**src/hdl/assert_macros.svh**
```systemverilog
// assertion macros used by ips_patch_stream_decoder
`ifndef ASSERT_MACROS_SVH
`define ASSERT_MACROS_SVH

// property checked at every rising clock edge outside of reset
`define ASSERT_CLK(label, prop, msg) \
  label: assert property (@(posedge clk) disable iff (rst) prop) else $error(msg);

// condition that must never be true outside of reset
`define ASSERT_NEVER(label, cond, msg) \
  label: assert property (@(posedge clk) disable iff (rst) !(cond)) else $error(msg);

`endif

```
**src/hdl/ipsd_pkg.sv**
```systemverilog
// types, codes and constants of the patch stream decoder
`timescale 1ns / 1ps
`default_nettype none

package ipsd_pkg;

  localparam int unsigned ADDR_W = 25;
  localparam int unsigned OFF_W  = 24;
  localparam int unsigned SIZE_W = 16;
  localparam int unsigned LEN_W  = 32;
  localparam int unsigned CNT_W  = 3;

  localparam logic [OFF_W-1:0] EOF_MARK     = 24'h454F46;
  localparam logic [LEN_W-1:0] NO_TRUNC     = 32'hFFFFFFFF;
  localparam logic [CNT_W-1:0] MAGIC_LEN    = 3'd5;
  localparam logic [CNT_W-1:0] OFF_BYTES    = 3'd3;
  localparam logic [CNT_W-1:0] SIZE_BYTES   = 3'd2;
  localparam logic [CNT_W-1:0] TRAIL_BYTES  = 3'd3;
  localparam logic [LEN_W-1:0] SOURCE_RESET = 32'd0;

  // result kinds
  typedef enum logic [1:0] {
    KIND_WRITE   = 2'd0,
    KIND_FILL    = 2'd1,
    KIND_SUMMARY = 2'd2
  } kind_t;

  // summary status codes
  typedef enum logic [1:0] {
    ST_OK        = 2'd0,
    ST_SCRAMBLED = 2'd1,
    ST_INVALID   = 2'd2,
    ST_NOT_THIS  = 2'd3
  } status_t;

  // parser phases
  typedef enum logic [7:0] {
    PH_HDR    = 8'b0000_0001,
    PH_OFF    = 8'b0000_0010,
    PH_SIZE   = 8'b0000_0100,
    PH_RUNLEN = 8'b0000_1000,
    PH_FILL   = 8'b0001_0000,
    PH_LIT    = 8'b0010_0000,
    PH_TRAIL  = 8'b0100_0000,
    PH_SINK   = 8'b1000_0000
  } phase_t;

  typedef struct packed {
    logic [7:0] patch_byte;
    logic       is_last;
  } in_item_t;

  typedef struct packed {
    kind_t             kind;
    logic [ADDR_W-1:0] address;
    logic [7:0]        data;
    logic [SIZE_W-1:0] run_length;
    status_t           status;
    logic [LEN_W-1:0]  out_length;
    logic [ADDR_W-1:0] highest_end;
    logic              has_truncation;
    logic [OFF_W-1:0]  truncation_length;
  } out_item_t;

  // header bytes "PATCH"
  function automatic logic [7:0] magic_byte(input logic [CNT_W-1:0] idx);
    logic [7:0] b;
    unique case (idx)
      3'd0:    b = 8'h50;
      3'd1:    b = 8'h41;
      3'd2:    b = 8'h54;
      3'd3:    b = 8'h43;
      3'd4:    b = 8'h48;
      default: b = 8'h00;
    endcase
    return b;
  endfunction

endpackage

`default_nettype wire

```
**src/hdl/ips_patch_stream_decoder.sv**
```systemverilog
// patch stream decoder: ips patch bytes in, write, fill and summary requests out
//
// Input channel in_valid/in_ready/in_item carries one patch byte and a last mark.
// Output channel out_valid/out_ready/out_item carries a byte write, a fill run
// or, on the last byte, the final summary; commands are speculative and must be
// dropped by the user when the summary status is invalid.
// cfg_write/cfg_data set the source length; write it only while idle.
// Path: a byte is held in the input register, then passes through the parser logic
// into the result register.
// Throughput: one byte per cycle while the receiver takes results, limited by the single parser state update.
// A byte that gives no result still passes through the parser and updates its state.
// When the receiver stalls, the result register holds its request and the
// parser stops; the input register takes a byte only while empty, then in_ready drops.
// Reset (rst, synchronous) empties both registers, returns the parser to the
// header phase and sets the source length to SOURCE_LENGTH_RESET (zero by default).
// After each last byte the parser returns to the header phase on its own; the source length is kept.
`timescale 1ns / 1ps
`default_nettype none
`include "assert_macros.svh"

module ips_patch_stream_decoder #(
  parameter logic [ipsd_pkg::LEN_W-1:0] SOURCE_LENGTH_RESET = ipsd_pkg::SOURCE_RESET
) (
  input  wire logic                        clk,
  input  wire logic                        rst,
  input  wire logic                        in_valid,
  output logic                             in_ready,
  input  wire ipsd_pkg::in_item_t          in_item,
  output logic                             out_valid,
  input  wire logic                        out_ready,
  output ipsd_pkg::out_item_t              out_item,
  input  wire logic                        cfg_write,
  input  wire logic [ipsd_pkg::LEN_W-1:0]  cfg_data
);

  logic [ipsd_pkg::LEN_W-1:0] source_length;
  logic                       advance;
  logic                       q_valid;
  ipsd_pkg::in_item_t         q_item;
  logic                       res_valid;
  ipsd_pkg::out_item_t        res_item;

  // configuration register
  always_ff @(posedge clk) begin
    if (rst) begin
      source_length <= SOURCE_LENGTH_RESET;
    end else if (cfg_write) begin
      source_length <= cfg_data;
    end
  end

  // held byte moves through the parser when the result register has room
  assign advance = q_valid && (!out_valid || out_ready);

  ipsd_in_reg u_in_reg (
    .clk      (clk),
    .rst      (rst),
    .in_valid (in_valid),
    .in_ready (in_ready),
    .in_item  (in_item),
    .take     (advance),
    .q_valid  (q_valid),
    .q_item   (q_item)
  );

  ipsd_parser u_parser (
    .clk           (clk),
    .rst           (rst),
    .step          (advance),
    .item          (q_item),
    .source_length (source_length),
    .res_valid     (res_valid),
    .res_item      (res_item)
  );

  ipsd_out_reg u_out_reg (
    .clk       (clk),
    .rst       (rst),
    .load      (advance),
    .res_valid (res_valid),
    .res_item  (res_item),
    .out_valid (out_valid),
    .out_ready (out_ready),
    .out_item  (out_item)
  );

  // checks
  `ASSERT_NEVER(a_no_overwrite, out_valid && !out_ready && advance, "result overwritten while stalled")
  `ASSERT_CLK(a_last_summary, advance && q_item.is_last |=> out_valid && out_item.kind == ipsd_pkg::KIND_SUMMARY, "last byte gave no summary")
  `ASSERT_CLK(a_invalid_zero, out_valid && out_item.kind == ipsd_pkg::KIND_SUMMARY && out_item.status == ipsd_pkg::ST_INVALID |-> out_item.out_length == '0 && out_item.highest_end == '0 && !out_item.has_truncation, "invalid summary carries lengths")
  `ASSERT_CLK(a_cmd_clean, out_valid && out_item.kind != ipsd_pkg::KIND_SUMMARY |-> out_item.status == ipsd_pkg::ST_OK && out_item.out_length == '0, "command carries summary fields")

endmodule

`default_nettype wire

```
**src/hdl/ipsd_in_reg.sv**
```systemverilog
// input register that holds one patch byte request
`timescale 1ns / 1ps
`default_nettype none

module ipsd_in_reg (
  input  wire logic              clk,
  input  wire logic              rst,
  input  wire logic              in_valid,
  output logic                   in_ready,
  input  wire ipsd_pkg::in_item_t in_item,
  input  wire logic              take,
  output logic                   q_valid,
  output ipsd_pkg::in_item_t     q_item
);

  // room when empty or when the held request moves on this cycle
  assign in_ready = !q_valid || take;

  always_ff @(posedge clk) begin
    if (rst) begin
      q_valid <= 1'b0;
    end else if (in_ready) begin
      q_valid <= in_valid;
    end
  end

  always_ff @(posedge clk) begin
    if (in_valid && in_ready) begin
      q_item <= in_item;
    end
  end

endmodule

`default_nettype wire

```
**src/hdl/ipsd_parser.sv**
```systemverilog
// parser state and per-byte command and summary logic
`timescale 1ns / 1ps
`default_nettype none

module ipsd_parser (
  input  wire logic                           clk,
  input  wire logic                           rst,
  input  wire logic                           step,
  input  wire ipsd_pkg::in_item_t             item,
  input  wire logic [ipsd_pkg::LEN_W-1:0]     source_length,
  output logic                                res_valid,
  output ipsd_pkg::out_item_t                 res_item
);

  ipsd_pkg::phase_t              phase, phase_next;
  logic [ipsd_pkg::CNT_W-1:0]    field_byte_count, field_byte_count_next;
  logic [ipsd_pkg::OFF_W-1:0]    record_offset, record_offset_next;
  logic [ipsd_pkg::SIZE_W-1:0]   record_size, record_size_next;
  logic [ipsd_pkg::SIZE_W-1:0]   bytes_remaining, bytes_remaining_next;
  logic [ipsd_pkg::ADDR_W-1:0]   max_end, max_end_next;
  logic [ipsd_pkg::OFF_W-1:0]    trailer_value, trailer_value_next;
  logic                          failed, failed_next;

  logic [7:0]                    b;
  logic [ipsd_pkg::CNT_W-1:0]    cnt_inc;
  logic [ipsd_pkg::SIZE_W-1:0]   size_shift;
  logic [ipsd_pkg::OFF_W-1:0]    off_shift;
  logic [ipsd_pkg::ADDR_W-1:0]   rec_end;
  logic [ipsd_pkg::SIZE_W-1:0]   lit_pos;
  logic                          valid_end;
  logic                          has_t;
  logic [ipsd_pkg::LEN_W-1:0]    tv_ext;
  logic [ipsd_pkg::LEN_W-1:0]    end_ext;
  logic [ipsd_pkg::LEN_W-1:0]    min_len;
  logic [ipsd_pkg::LEN_W-1:0]    lim;

  assign b          = item.patch_byte;
  assign cnt_inc    = field_byte_count + 3'd1;
  assign off_shift  = {record_offset[ipsd_pkg::OFF_W-9:0], b};
  assign size_shift = {record_size[ipsd_pkg::SIZE_W-9:0], b};
  assign rec_end    = {1'b0, record_offset} + {9'd0, size_shift};
  assign lit_pos    = record_size - bytes_remaining;

  // next state and command for one byte
  always_comb begin
    phase_next            = phase;
    field_byte_count_next = field_byte_count;
    record_offset_next    = record_offset;
    record_size_next      = record_size;
    bytes_remaining_next  = bytes_remaining;
    max_end_next          = max_end;
    trailer_value_next    = trailer_value;
    failed_next           = failed;
    res_valid             = 1'b0;
    res_item              = '0;

    unique case (phase)
      ipsd_pkg::PH_HDR: begin
        if (field_byte_count >= ipsd_pkg::MAGIC_LEN ||
            b != ipsd_pkg::magic_byte(field_byte_count)) begin
          failed_next = 1'b1;
          phase_next  = ipsd_pkg::PH_SINK;
        end else if (cnt_inc == ipsd_pkg::MAGIC_LEN) begin
          field_byte_count_next = '0;
          phase_next            = ipsd_pkg::PH_OFF;
        end else begin
          field_byte_count_next = cnt_inc;
        end
      end
      ipsd_pkg::PH_OFF: begin
        record_offset_next    = off_shift;
        field_byte_count_next = cnt_inc;
        if (cnt_inc >= ipsd_pkg::OFF_BYTES) begin
          field_byte_count_next = '0;
          if (off_shift == ipsd_pkg::EOF_MARK) begin
            phase_next         = ipsd_pkg::PH_TRAIL;
            trailer_value_next = '0;
          end else begin
            phase_next = ipsd_pkg::PH_SIZE;
          end
        end
      end
      ipsd_pkg::PH_SIZE, ipsd_pkg::PH_RUNLEN: begin
        record_size_next      = size_shift;
        field_byte_count_next = cnt_inc;
        if (cnt_inc >= ipsd_pkg::SIZE_BYTES) begin
          field_byte_count_next = '0;
          if (phase == ipsd_pkg::PH_SIZE) begin
            if (size_shift != '0) begin
              bytes_remaining_next = size_shift;
              if (rec_end > max_end) max_end_next = rec_end;
              phase_next = ipsd_pkg::PH_LIT;
            end else begin
              phase_next = ipsd_pkg::PH_RUNLEN;
            end
          end else if (size_shift == '0) begin
            // zero run length
            failed_next = 1'b1;
            phase_next  = ipsd_pkg::PH_SINK;
          end else begin
            if (rec_end > max_end) max_end_next = rec_end;
            phase_next = ipsd_pkg::PH_FILL;
          end
        end
      end
      ipsd_pkg::PH_FILL: begin
        res_valid           = 1'b1;
        res_item.kind       = ipsd_pkg::KIND_FILL;
        res_item.address    = {1'b0, record_offset};
        res_item.data       = b;
        res_item.run_length = record_size;
        phase_next          = ipsd_pkg::PH_OFF;
      end
      ipsd_pkg::PH_LIT: begin
        res_valid        = 1'b1;
        res_item.kind    = ipsd_pkg::KIND_WRITE;
        res_item.address = {1'b0, record_offset} + {9'd0, lit_pos};
        res_item.data    = b;
        if (bytes_remaining != '0) bytes_remaining_next = bytes_remaining - 16'd1;
        if (bytes_remaining <= 16'd1) phase_next = ipsd_pkg::PH_OFF;
      end
      ipsd_pkg::PH_TRAIL: begin
        if (field_byte_count >= ipsd_pkg::TRAIL_BYTES) begin
          // fourth trailer byte
          failed_next = 1'b1;
          phase_next  = ipsd_pkg::PH_SINK;
        end else begin
          trailer_value_next    = {trailer_value[ipsd_pkg::OFF_W-9:0], b};
          field_byte_count_next = cnt_inc;
        end
      end
      ipsd_pkg::PH_SINK: begin
      end
      default: begin
      end
    endcase

    // summary on the last byte, judged on the updated state
    valid_end = !failed_next && phase_next == ipsd_pkg::PH_TRAIL &&
                (field_byte_count_next == '0 ||
                 field_byte_count_next == ipsd_pkg::TRAIL_BYTES);
    has_t   = field_byte_count_next == ipsd_pkg::TRAIL_BYTES;
    tv_ext  = {8'd0, trailer_value_next};
    end_ext = {7'd0, max_end_next};
    min_len = end_ext;
    if (has_t && end_ext > tv_ext) min_len = tv_ext;
    lim = source_length;
    if (has_t && tv_ext < source_length) lim = tv_ext;

    if (item.is_last) begin
      res_valid     = 1'b1;
      res_item      = '0;
      res_item.kind = ipsd_pkg::KIND_SUMMARY;
      if (!valid_end) begin
        res_item.status = ipsd_pkg::ST_INVALID;
      end else begin
        res_item.status = ipsd_pkg::ST_OK;
        if (has_t && end_ext > tv_ext) res_item.status = ipsd_pkg::ST_SCRAMBLED;
        if (has_t && source_length <= tv_ext) res_item.status = ipsd_pkg::ST_NOT_THIS;
        res_item.out_length        = (lim > min_len) ? lim : min_len;
        res_item.highest_end       = max_end_next;
        res_item.has_truncation    = has_t;
        res_item.truncation_length = has_t ? trailer_value_next : '0;
      end
    end
  end

  // state registers, cleared again after every last byte
  always_ff @(posedge clk) begin
    if (rst || (step && item.is_last)) begin
      phase            <= ipsd_pkg::PH_HDR;
      field_byte_count <= '0;
      record_offset    <= '0;
      record_size      <= '0;
      bytes_remaining  <= '0;
      max_end          <= '0;
      trailer_value    <= '0;
      failed           <= 1'b0;
    end else if (step) begin
      phase            <= phase_next;
      field_byte_count <= field_byte_count_next;
      record_offset    <= record_offset_next;
      record_size      <= record_size_next;
      bytes_remaining  <= bytes_remaining_next;
      max_end          <= max_end_next;
      trailer_value    <= trailer_value_next;
      failed           <= failed_next;
    end
  end

endmodule

`default_nettype wire

```
**src/hdl/ipsd_out_reg.sv**
```systemverilog
// result register toward the receiver
`timescale 1ns / 1ps
`default_nettype none

module ipsd_out_reg (
  input  wire logic                clk,
  input  wire logic                rst,
  input  wire logic                load,
  input  wire logic                res_valid,
  input  wire ipsd_pkg::out_item_t res_item,
  output logic                     out_valid,
  input  wire logic                out_ready,
  output ipsd_pkg::out_item_t      out_item
);

  // load only happens when empty or when the held request leaves
  always_ff @(posedge clk) begin
    if (rst) begin
      out_valid <= 1'b0;
    end else if (load) begin
      out_valid <= res_valid;
    end else if (out_ready) begin
      out_valid <= 1'b0;
    end
  end

  always_ff @(posedge clk) begin
    if (load && res_valid) begin
      out_item <= res_item;
    end
  end

endmodule

`default_nettype wire
```
**config.mk**
```make
export PLATFORM = sky130hd
export DESIGN_NAME = ips_patch_stream_decoder
export DESIGN_NICKNAME = d
export VERILOG_FILES = /design/src/hdl/ipsd_pkg.sv /design/src/hdl/ips_patch_stream_decoder.sv /design/src/hdl/ipsd_in_reg.sv /design/src/hdl/ipsd_parser.sv /design/src/hdl/ipsd_out_reg.sv
export VERILOG_INCLUDE_DIRS = /design/src /design/src/hdl
export SDC_FILE = /design/constraint.sdc
export NUM_CORES = 1
export LEC_CHECK = 0
export BUFFER_PORTS_ARGS = -buffer_cell sky130_fd_sc_hd__buf_2
export CAP_MARGIN = 20
export CORE_ASPECT_RATIO = 1.1
export CORE_MARGIN = 2
export CORE_UTILIZATION = 40
export DETAILED_ROUTE_END_ITERATION = 16
export SLEW_MARGIN = 5
export SYNTH_ARGS = -nofsm -noshare
export SYNTH_HDL_FRONTEND = slang
export SYNTH_SLANG_ARGS = --single-unit
```
**constraint.sdc**
```tcl
create_clock -name clk -period 15.3 [get_ports clk]
set_input_delay 1.53 -clock clk [delete_from_list [all_inputs] [get_ports clk]]
set_output_delay 1.53 -clock clk [all_outputs]
set_load 0.01 [all_outputs]
```
* Word level (Yosys, flattened, before mapping)
Cells that the tools add are included.
** Word-level totals
- Flip-flop bits (word level) :: 295
- Bits of input ports :: 46
- Output and inout port bits :: 137
- Word-level logic and storage cells :: 142
** Operators by class
- $add $sub $neg :: 5
- Order comparisons :: 10
- Eq/ne operators :: 20
- Multiplexer cells :: 51
- Bitwise operators :: 1
- Reduce and logical (&&, ||, !) cells :: 32
** Operators by type and width (number)
- $mux 25 :: 7
- $mux 24 :: 3
- $mux 8 :: 9
- $pmux 34 s2 :: 1
- $mux 16 :: 4
- $mux 32 :: 2
- $add 24x16->25 :: 2
- $pmux 24 s2 :: 1
- $pmux 8 s6 :: 1
- $pmux 7 s5 :: 1
- $gt 32x25->1 :: 1
- $le 32x24->1 :: 1
- $lt 24x32->1 :: 1
- $pmux 16 s2 :: 1
- $reduce_bool 16->1 :: 2
- $gt 25x24->1 :: 1
- $gt 25x25->1 :: 1
- $eq 24x23->1 const B :: 1
- $eq 8x7->1 const B :: 2
- $le 16x1->1 const B :: 1
- $logic_not 16->1 :: 1
- $sub 16x1->16 const B :: 1
- $sub 16x16->16 :: 1
- $mux 3 :: 5
- 30 further kinds :: 68

* Longest topological paths before layout
Gate-level depths: netlist of the first run.
- Depth after elaboration :: 12
- Gate-level depth with buffers :: 44
- Gate-level depth less buffers :: 40

* Modules after synthesis
From an unflattened synthesis of the first run, not the netlist that was laid out.
** Second synthesis, totals
- Cell total of the unflattened synthesis :: 2011
- Area, all modules :: 18355.1 µm²
** Modules (own cells, without submodules)
- ipsd_parser :: instances 1, cells each 1752, area each 12759.7 µm², sequential area each 2342.2 µm²
- ipsd_out_reg :: instances 1, cells each 140, area each 4095.2 µm², sequential area each 4073.9 µm²
- ips_patch_stream_decoder :: instances 1, cells each 105, area each 1174.9 µm², sequential area each 640.6 µm²
- ipsd_in_reg :: instances 1, cells each 14, area each 325.3 µm², sequential area each 290.3 µm²

* Least setup slack after synthesis of the first run
No wires, ideal clock.
- Path type :: reg2reg
- Start point :: register u_in_reg.q_item[1] (netlist name)
- End point :: register u_out_reg.out_item[59] (netlist name)
- Setup time :: 259 ps
- Arrival :: 7846 ps
- Required time :: 15041 ps
- Path slack :: 7195 ps
- Cell stages (with the launch flop) :: 42
- Buffers on the path :: 3
- Period minus slack after synthesis :: 8105 ps
- Cell sequence :: edfxtp_1 > ha_1 > a211oi_1 > o21ai_1 > a41oi_1 > o311ai_1 > a2111oi_2 > or4_1 > nand2_1 > ha_1 > nand2_1 > o21a_1 > nor3_1 > o311ai_0 > o21ai_1 > clkbuf_1 > nor2_1 > a21oi_1 > (+6 left out) > nand3_1 > o21bai_1 > a21oi_4 > buf_2 > nand2_1 > o21ai_0 > ha_1 > nor2b_1 > o21a_1 > o21ai_0 > a211o_1 > o21ai_0 > a21oi_1 > a21oi_1 > nor2_8 > nand3_4 > buf_2 > o2bb2ai_1
** On the way
- Longest elaborated chain between the ends :: 12
- Elaborated cells on any way between the ends :: 48
- Those cells by class :: add/sub (1); order compare (4); eq/ne (4); mux (28); reduce/logical (11)
** Ends and longest elaborated chain
- $add 24x16->25 :: line ipsd_parser.sv:41 : assign rec_end = {1'b0, record_offset} + {9'd0, size_shift};
- $gt 25x25->1 :: line ipsd_parser.sv:91, ipsd_parser.sv:101
- $mux 25 :: line ipsd_parser.sv:91, ipsd_parser.sv:101
- $mux 25 (on tied branches) :: line ipsd_parser.sv:96, ipsd_parser.sv:89
- $mux 25 (*) :: line ipsd_parser.sv:88 : if (phase == ipsd_pkg::PH_SIZE) begin
- $mux 25 (*) :: line ipsd_parser.sv:86 : if (cnt_inc >= ipsd_pkg::SIZE_BYTES) begin
- $mux 25 (*) :: line ipsd_parser.sv:57 : unique case (phase)
- named net u_parser.max_end_next, one bit :: line ipsd_parser.sv:20 : logic [ipsd_pkg::ADDR_W-1:0] max_end, max_end_next;
- $gt 25x24->1 :: line ipsd_parser.sv:146 : if (has_t && end_ext > tv_ext) min_len = tv_ext;
- $logic_and 1x1->1 :: line ipsd_parser.sv:146
- $mux 25 (*) :: line ipsd_parser.sv:146
- $gt 32x25->1 :: line ipsd_parser.sv:160 : res_item.out_length = (lim > min_len) ? lim : min_len;
- $mux 32 (*) :: line ipsd_parser.sv:160
The timed path passes the listed nets; every way through them passes the cells marked *.
A chain may end at the register's enable or synchronous reset.

* Final worst setup path of the first run
- Start point :: register u_in_reg.q_item[2] (netlist name)
- End point :: register u_out_reg.out_item[70] (netlist name)
** On the way
- Longest elaborated chain between the ends :: 12
- Elaborated cells on any way between the ends :: 48
- Those cells by class :: add/sub (1); order compare (4); eq/ne (4); mux (28); reduce/logical (11)
** Ends and longest elaborated chain (line)
- $add 24x16->25 :: ipsd_parser.sv:41
- $gt 25x25->1 :: ipsd_parser.sv:91, ipsd_parser.sv:101
- $mux 25 :: ipsd_parser.sv:91, ipsd_parser.sv:101
- $mux 25 (on tied branches) :: ipsd_parser.sv:96, ipsd_parser.sv:89
- $mux 25 (*) :: ipsd_parser.sv:88
- $mux 25 (*) :: ipsd_parser.sv:86
- $mux 25 (*) :: ipsd_parser.sv:57
- named net u_parser.max_end_next, one bit :: ipsd_parser.sv:20
- $gt 25x24->1 :: ipsd_parser.sv:146
- $logic_and 1x1->1 :: ipsd_parser.sv:146
- $mux 25 (*) :: ipsd_parser.sv:146
- $gt 32x25->1 :: ipsd_parser.sv:160
- $mux 32 (*) :: ipsd_parser.sv:160
Marked as above.

==> metrics, run 1 <==
status=finished clean; row count=81; Routed WL=roughly 55 mm; Vias=15410; largest net degree at the start of global routing=98; DRT iter0 DRCs=1295; CP Class=reg2reg; routability cong.=0.9170; register area share after synthesis=41.06%; Post-CTS Setup Repair Bufs=0; worst skew pair latency=570 ps; Slew Viols, Final=0; top-area cell type share of the netlist area=around 24%; minimum clock period=10170 ps; top-count cell post-synth=nor2_1; vias per inst=5.589; total global routing overflow=0; Final Skew=32.79 ps; leading area contributor after synthesis=edfxtp_1; Post-DP HPWL=between 40 and 50 mm; syn nets=2213; Post-route DRC=0; IO Count=183; core area=0.04429 mm²; Top FF cell, synth=dfxtp_1; Clk pin slew, worst setup/hold paths=roughly 60 ps; FILL cells=about 4300; Final ANT Viol Nets=0; CTS tree=built; slowest CP cell=o21ai_0; slowest cell delay on critical path=740 ps; Die Y=roughly 230 µm; die extent in x=205.7 µm; CTS buffer count=35; Die ar.=0.04644 mm²; #FFs+latches synth=295; Worst Tran Pin Value=1095 ps; Pre-antenna DRT Iters=5; port bufs=about 180; post-cts resize count=0; Hold Vio Cnt, Final=0; CP required=15700 ps; Post-synth EDFFs=144; Finish-stage setup viols=0; Slew Limit Headroom=a little over a quarter; top cells by area, synth=edfxtp_1 (24%), dfxtp_1 (17%), ha_1 (11%), a21oi_1 (4.9%), nor2_1 (4.9%); Worst Setup End Kind=register; max-cap violations=0; initial antenna violation count=2; WL/cell=20.02 µm; TNS Setup=0 ps; first-pass GRT wire length=84.44 mm; nets@finish=2352; cell area after synthesis=0.01789 mm²; min-delay worst type=reg2reg; final worst-path cycle share=between 60% and 70%; Fmax achieved=0.09832 GHz; PwrDens=between 90 and 100 mW/mm²; clock buffer depth=3; Area growth syn-to-layout=14.17%; share of post-route cells with drive strength above 1=13.24%; Peak VDD IR=71.38 µV; Initial Util=40.40%; Finished Layout Cells=2758; Final Util=46.13%; root buf cell=clkbuf_16; vias in the first global route=14690; placed insts=2693; Ys Warns=0; Pleak=0.008831 µW; GRT Overall Usage=23.62%; number of distinct library cells after synthesis=88; startpoint class of the critical path=register; Synth Area per Inst=8.898 µm²; RSZ-0062 raised after global routing=no; clk sink count=between 200 and 300; Async SR Flop Fraction=0%; Post-synth top cells=nor2_1 (233), nand2_1 (201), a21oi_1 (176); Worst Path Max Fanout=36; synthesized instance count=2011; # hold bufs at CTS=0; Worst Path Arrival=10570 ps; H-tree levels=2
==> layout by cell type (no fill, tap or decap), types with 43 or more instances in the layout <==
master,netlist,layout
a211oi_1,51,51
a21oi_1,176,176
and3_1,44,44
buf_2,7,182
dfxtp_1,151,151
edfxtp_1,144,144
ha_1,153,153
inv_1,138,137
mux2i_1,45,45
nand2_1,201,201
nor2_1,233,232
nor3_1,43,43
o21ai_0,82,82
==> flip-flops by register name, indices dropped and copies added (netlist names), 3 cells and up <==
name	count
u_parser.max_end	25
u_parser.record_offset	24
u_parser.phase	8
u_parser.field_byte_count	3
source_length	32
u_parser.bytes_remaining	16
u_parser.trailer_value	24
u_out_reg.out_item	135
u_in_reg.q_item	9
u_parser.record_size	16
==> metal layers <==
layer | up-vias | global-route usage [%] | part of all wire (%)
met5 | - | 0 | 0
met2 | 466 | 40.17 | 49
met1 | 7348 | 30.66 | 43
li1 | 7508 | - | -
met3 | 92 | 2.727 | 5.1
met4 | 0 | 8.958 | 3.3
==> cell type report <==
class,instances,area [µm²],area share (%)
clock inverters,17,116.4,0.5696
flip-flops and latches,295,7347,35.96
repair buffers,199,1051,5.145
well taps,581,726.9,3.558
multi-input cells,1481,9652,47.24
clock buffers,46,1011,4.949
diodes,1,2.502,0.01225
inverters,138,523.0,2.560
==> cell families after synthesis <==
group / count (synthesis) / synth area share, %
simple gates: 715 / 19.15
buf+inv: 235 / 5.084
compound gates: 505 / 18.11
flops: 295 / 41.06
xor+xnor: 52 / 2.545
fa+ha+maj: 156 / 11.03
mux: 53 / 3.021
==> worst max-delay path, delay by kind of cell (launching register included) <==
kind / cells / cell delay (ps)
flip-flops: 1 / 560
buffers and inverters: 2 / 550
AND/OR/NAND/NOR: 11 / 1860
AO/OA/AOI/OAI: 21 / 5570
adder cells (fa/ha/maj): 4 / 1410
==> metrics by stage <==
stage | setup WS, ps | hold WS, ps | power (µW) | cell area (µm²)
finish | 5129 | 459.7 | 1867 | 20430
global route | 4284 | 480.8 | 1936 | 20430
CTS | 4849 | 457.6 | 1883 | 20410
detailed placement | 4870 | 450.0 | 1052 | 19280
global placement | 5322 | 445.6 | 1050 | 19280
floorplan | 7195 | 424.4 | 994.4 | 17890
==> power breakdown <==
group          switching [µW]  leakage, µW  internal, µW
combinational             115      0.00549          65.9
clock                     346     0.000556           483
sequential               15.0      0.00279           842
==> path summary, 6_finish.rpt <==
check                                         start                endpoint  slack (ps)  cells after the start
worst min register to register  u_parser.max_end[1]     u_parser.max_end[1]         460                      2
worst max-delay path             u_in_reg.q_item[2]  u_out_reg.out_item[70]        5130                     38
worst min-delay path            u_parser.max_end[1]     u_parser.max_end[1]         460                      2
worst max register to register   u_in_reg.q_item[2]  u_out_reg.out_item[70]        5130                     38
Note: power is estimated with default switching activity, not from simulation.
==> run 2, diff against run 1 <==
==> constraint.sdc (replaced) <==
create_clock -name clk -period 9.52 [get_ports clk]
set_input_delay 0.952 -clock clk [delete_from_list [all_inputs] [get_ports clk]]
set_output_delay 0.952 -clock clk [all_outputs]
set_load 0.01 [all_outputs]
==> run 2 against run 1 <==
Effect of this change: total power up 66%; sequential share of layout area shrank 0.62 points; first-iteration DRC count fell by 11%; count of clock-buffer cells in the layout fell by 6; critical path depth fell by 5; combinational power rose by 69%; clock power rose by 71%; register-to-register slack got worse by 4600 ps; cell area grew 1.7%; wire length grew 2.1%; global-route usage increased by 0.35 points; worst hold slack improved by 4.3 ps; highest routed layer unchanged.
==> metrics, run 2 (same netlist as run 1, synthesis figures left out) <==
Peak VDD IR=93.44 µV (was 71.38 µV); dpl cell area=0.01951 mm² (was 0.01928 mm²); die extent in x=205.7 µm (unchanged); core area=0.04429 mm² (unchanged); Post-DP HPWL=42.04 mm (was 41.08 mm); Pleak=0.009029 µW (was 0.008831 µW); startpoint class of the critical path=register (unchanged); worst reg-to-reg path cell count=33 (was 38); clock buffer depth=3 (unchanged); Finish-stage setup viols=0 (unchanged); Routed WL=56.38 mm (was 55.21 mm); total global routing overflow=0 (unchanged); hold path startpoint=u_parser.max_end[1] (unchanged); max FFs per register=135 (unchanged); Hold Vio Cnt, Final=0 (unchanged); RSZ-0062 raised after global routing=no (unchanged); Post-CTS Setup Repair Bufs=0 (unchanged); slowest cell delay on critical path=560 ps (was 740 ps); root buf cell=clkbuf_16 (unchanged); Final Skew=35.75 ps (was 32.79 ps); Area growth syn-to-layout=16.17% (was 14.17%); GRT met3 Usage=3.290% (was 2.727%); first-pass GRT wire length=85.73 mm (was 84.44 mm); Pre-antenna DRT Iters=7 (was 5); CP required=9920 ps (was 15700 ps); Vias=15670 (was 15410); worst hold path cell count=2 (unchanged); Antenna Cells=0 (was 1); Worst Setup End Kind=register (unchanged); CTS buffer count=35 (unchanged); r2r startpoint=u_in_reg.q_item[2] (unchanged); PwrDens=148.9 mW/mm² (was 91.37 mW/mm²); Slew Viols, Final=0 (unchanged); met2 usage=40.95% (was 40.17%); initial antenna violation count=1 (was 2); vias in the first global route=14940 (was 14690); worst skew pair latency=560 ps (was 570 ps); share of post-route cells with drive strength above 1=14.89% (was 13.24%); met1 Use GR=30.45% (was 30.66%); Worst Path Arrival=9420 ps (was 10570 ps); Finished Cell Area=0.02079 mm² (was 0.02043 mm²); Die ar.=0.04644 mm² (unchanged); Final Util=46.93% (was 46.13%); min-delay worst type=reg2reg (unchanged); final worst-path cycle share=94.79% (was 66.48%); max-cap violations=0 (unchanged); nets@finish=2385 (was 2352); r2r endpoint=u_out_reg.out_item[58] (was u_out_reg.out_item[70]); Regs by FF count=u_out_reg.out_item x135, source_length x32, u_parser.max_end x25 (unchanged); commonest cells after routing, fill and taps aside=nor2_1 (232), nand2_1 (201), buf_2 (182) (unchanged); Worst Path Max Fanout=43 (was 36); worst hold endpoint=u_parser.max_end[1] (unchanged); Die Y=225.8 µm (unchanged); GRT Overall Usage=23.97% (was 23.62%); H-tree levels=2 (unchanged); most used cell, CP=ha_1; slowest CP cell=a2111oi_4 (was o21ai_0); largest net degree at the start of global routing=98 (unchanged); WL/cell=20.21 µm (was 20.02 µm); DRT iter0 DRCs=1149 (was 1295); TNS Setup=0 ps (unchanged); r2r setup slk=500 ps (was 5130 ps); most common cell after layout, fill and taps aside=nor2_1 (unchanged); Clk pin slew, worst setup/hold paths=60 ps (about the same); GRT busiest layer=met2 (unchanged); Fmax achieved=0.1108 GHz (was 0.09832 GHz); total power=3095 µW (was 1867 µW); CP Class=reg2reg (unchanged); Post-route DRC=0 (unchanged); routability cong.=0.9643 (was 0.9170); Worst Tran Pin Value=1081 ps (was 1095 ps); FILL cells=4258 (was 4298); port bufs=182 (unchanged); Slew Limit Headroom=27.74% (was 26.77%); Hold Slack=464.0 ps (was 459.7 ps); Initial Util=40.40% (unchanged); clk sink count=295 (unchanged); status=finished clean (unchanged); Top reg by flops=u_out_reg.out_item (unchanged); Final ANT Viol Nets=0 (unchanged); IO Count=183 (unchanged); minimum clock period=9024 ps (was 10170 ps); CTS tree=built (unchanged); row count=81 (unchanged); vias per inst=5.618 (was 5.589)
-- run 2: cell count changes in the layout (fill, tap and decap cells not counted), sizes merged --
cell,delta
clkbuf,-6
buf,+32
inv,+1
clkinv,+1
diode,-1
a21oi,+1
bufinv,+4
-- run 2: timing repair --
item | in CTS | in global routing
hold buffers | 0 | 0
endpoints found under the setup margin | 0 | 32
resized for setup | 0 | 4
-- run 2: through the flow --
step | worst slack [ps] | std cells
finish | 495.9 | 2790
global route | 18.04 | 2790
CTS | 223.2 | 2786
detailed placement | 315.7 | 2723
global placement | 573.0 | 2723
floorplan | 1415 | 2011
-- run 2: metal layers --
layer  wire length, µm  vias up
met4              2012        0
li1                  -     7580
met2             27290      507
met5                 0        -
met3              3106      105
met1             23970     7481
-- run 2: worst max-delay path, delay by kind of cell (launching register included) --
kind                     cells  cell delay, ps
AO/OA/AOI/OAI               18            5010
AND/OR/NAND/NOR              8            1530
adder cells (fa/ha/maj)      4            1240
buffers and inverters        3             630
flip-flops                   1             400
-- run 2: cell type report --
| type | count | area, µm² | area share [%] |
|---|---|---|---|
| inverter | 138 | 523.0 | 2.516 |
| sequential | 295 | 7347 | 35.35 |
| clock inverter | 23 | 277.8 | 1.336 |
| tap | 581 | 726.9 | 3.497 |
| clock buffer | 40 | 925.9 | 4.454 |
| timing repair buffer | 231 | 1301 | 6.260 |
| multi-input combinational | 1482 | 9684 | 46.59 |
-- run 2: how the worst max path moves through the flow --
stage / cells past startpoint / slack [ps] / from / to
floorplan: 41 / 1410 / u_in_reg.q_item[1] / u_out_reg.out_item[59]
global placement: 35 / 570 / u_in_reg.q_item[2] / u_out_reg.out_item[65]
global route: 36 / 20 / u_parser.record_offset[1] / u_out_reg.out_item[66]
finish: 33 / 500 / u_in_reg.q_item[2] / u_out_reg.out_item[58]
CTS: 35 / 220 / u_in_reg.q_item[2] / u_out_reg.out_item[65]
detailed placement: 35 / 320 / u_in_reg.q_item[2] / u_out_reg.out_item[65]
-- run 2: report_power, final --
group	internal (µW)	switching (µW)
combinational	113	193
sequential	1350	19.8
clock	843	573
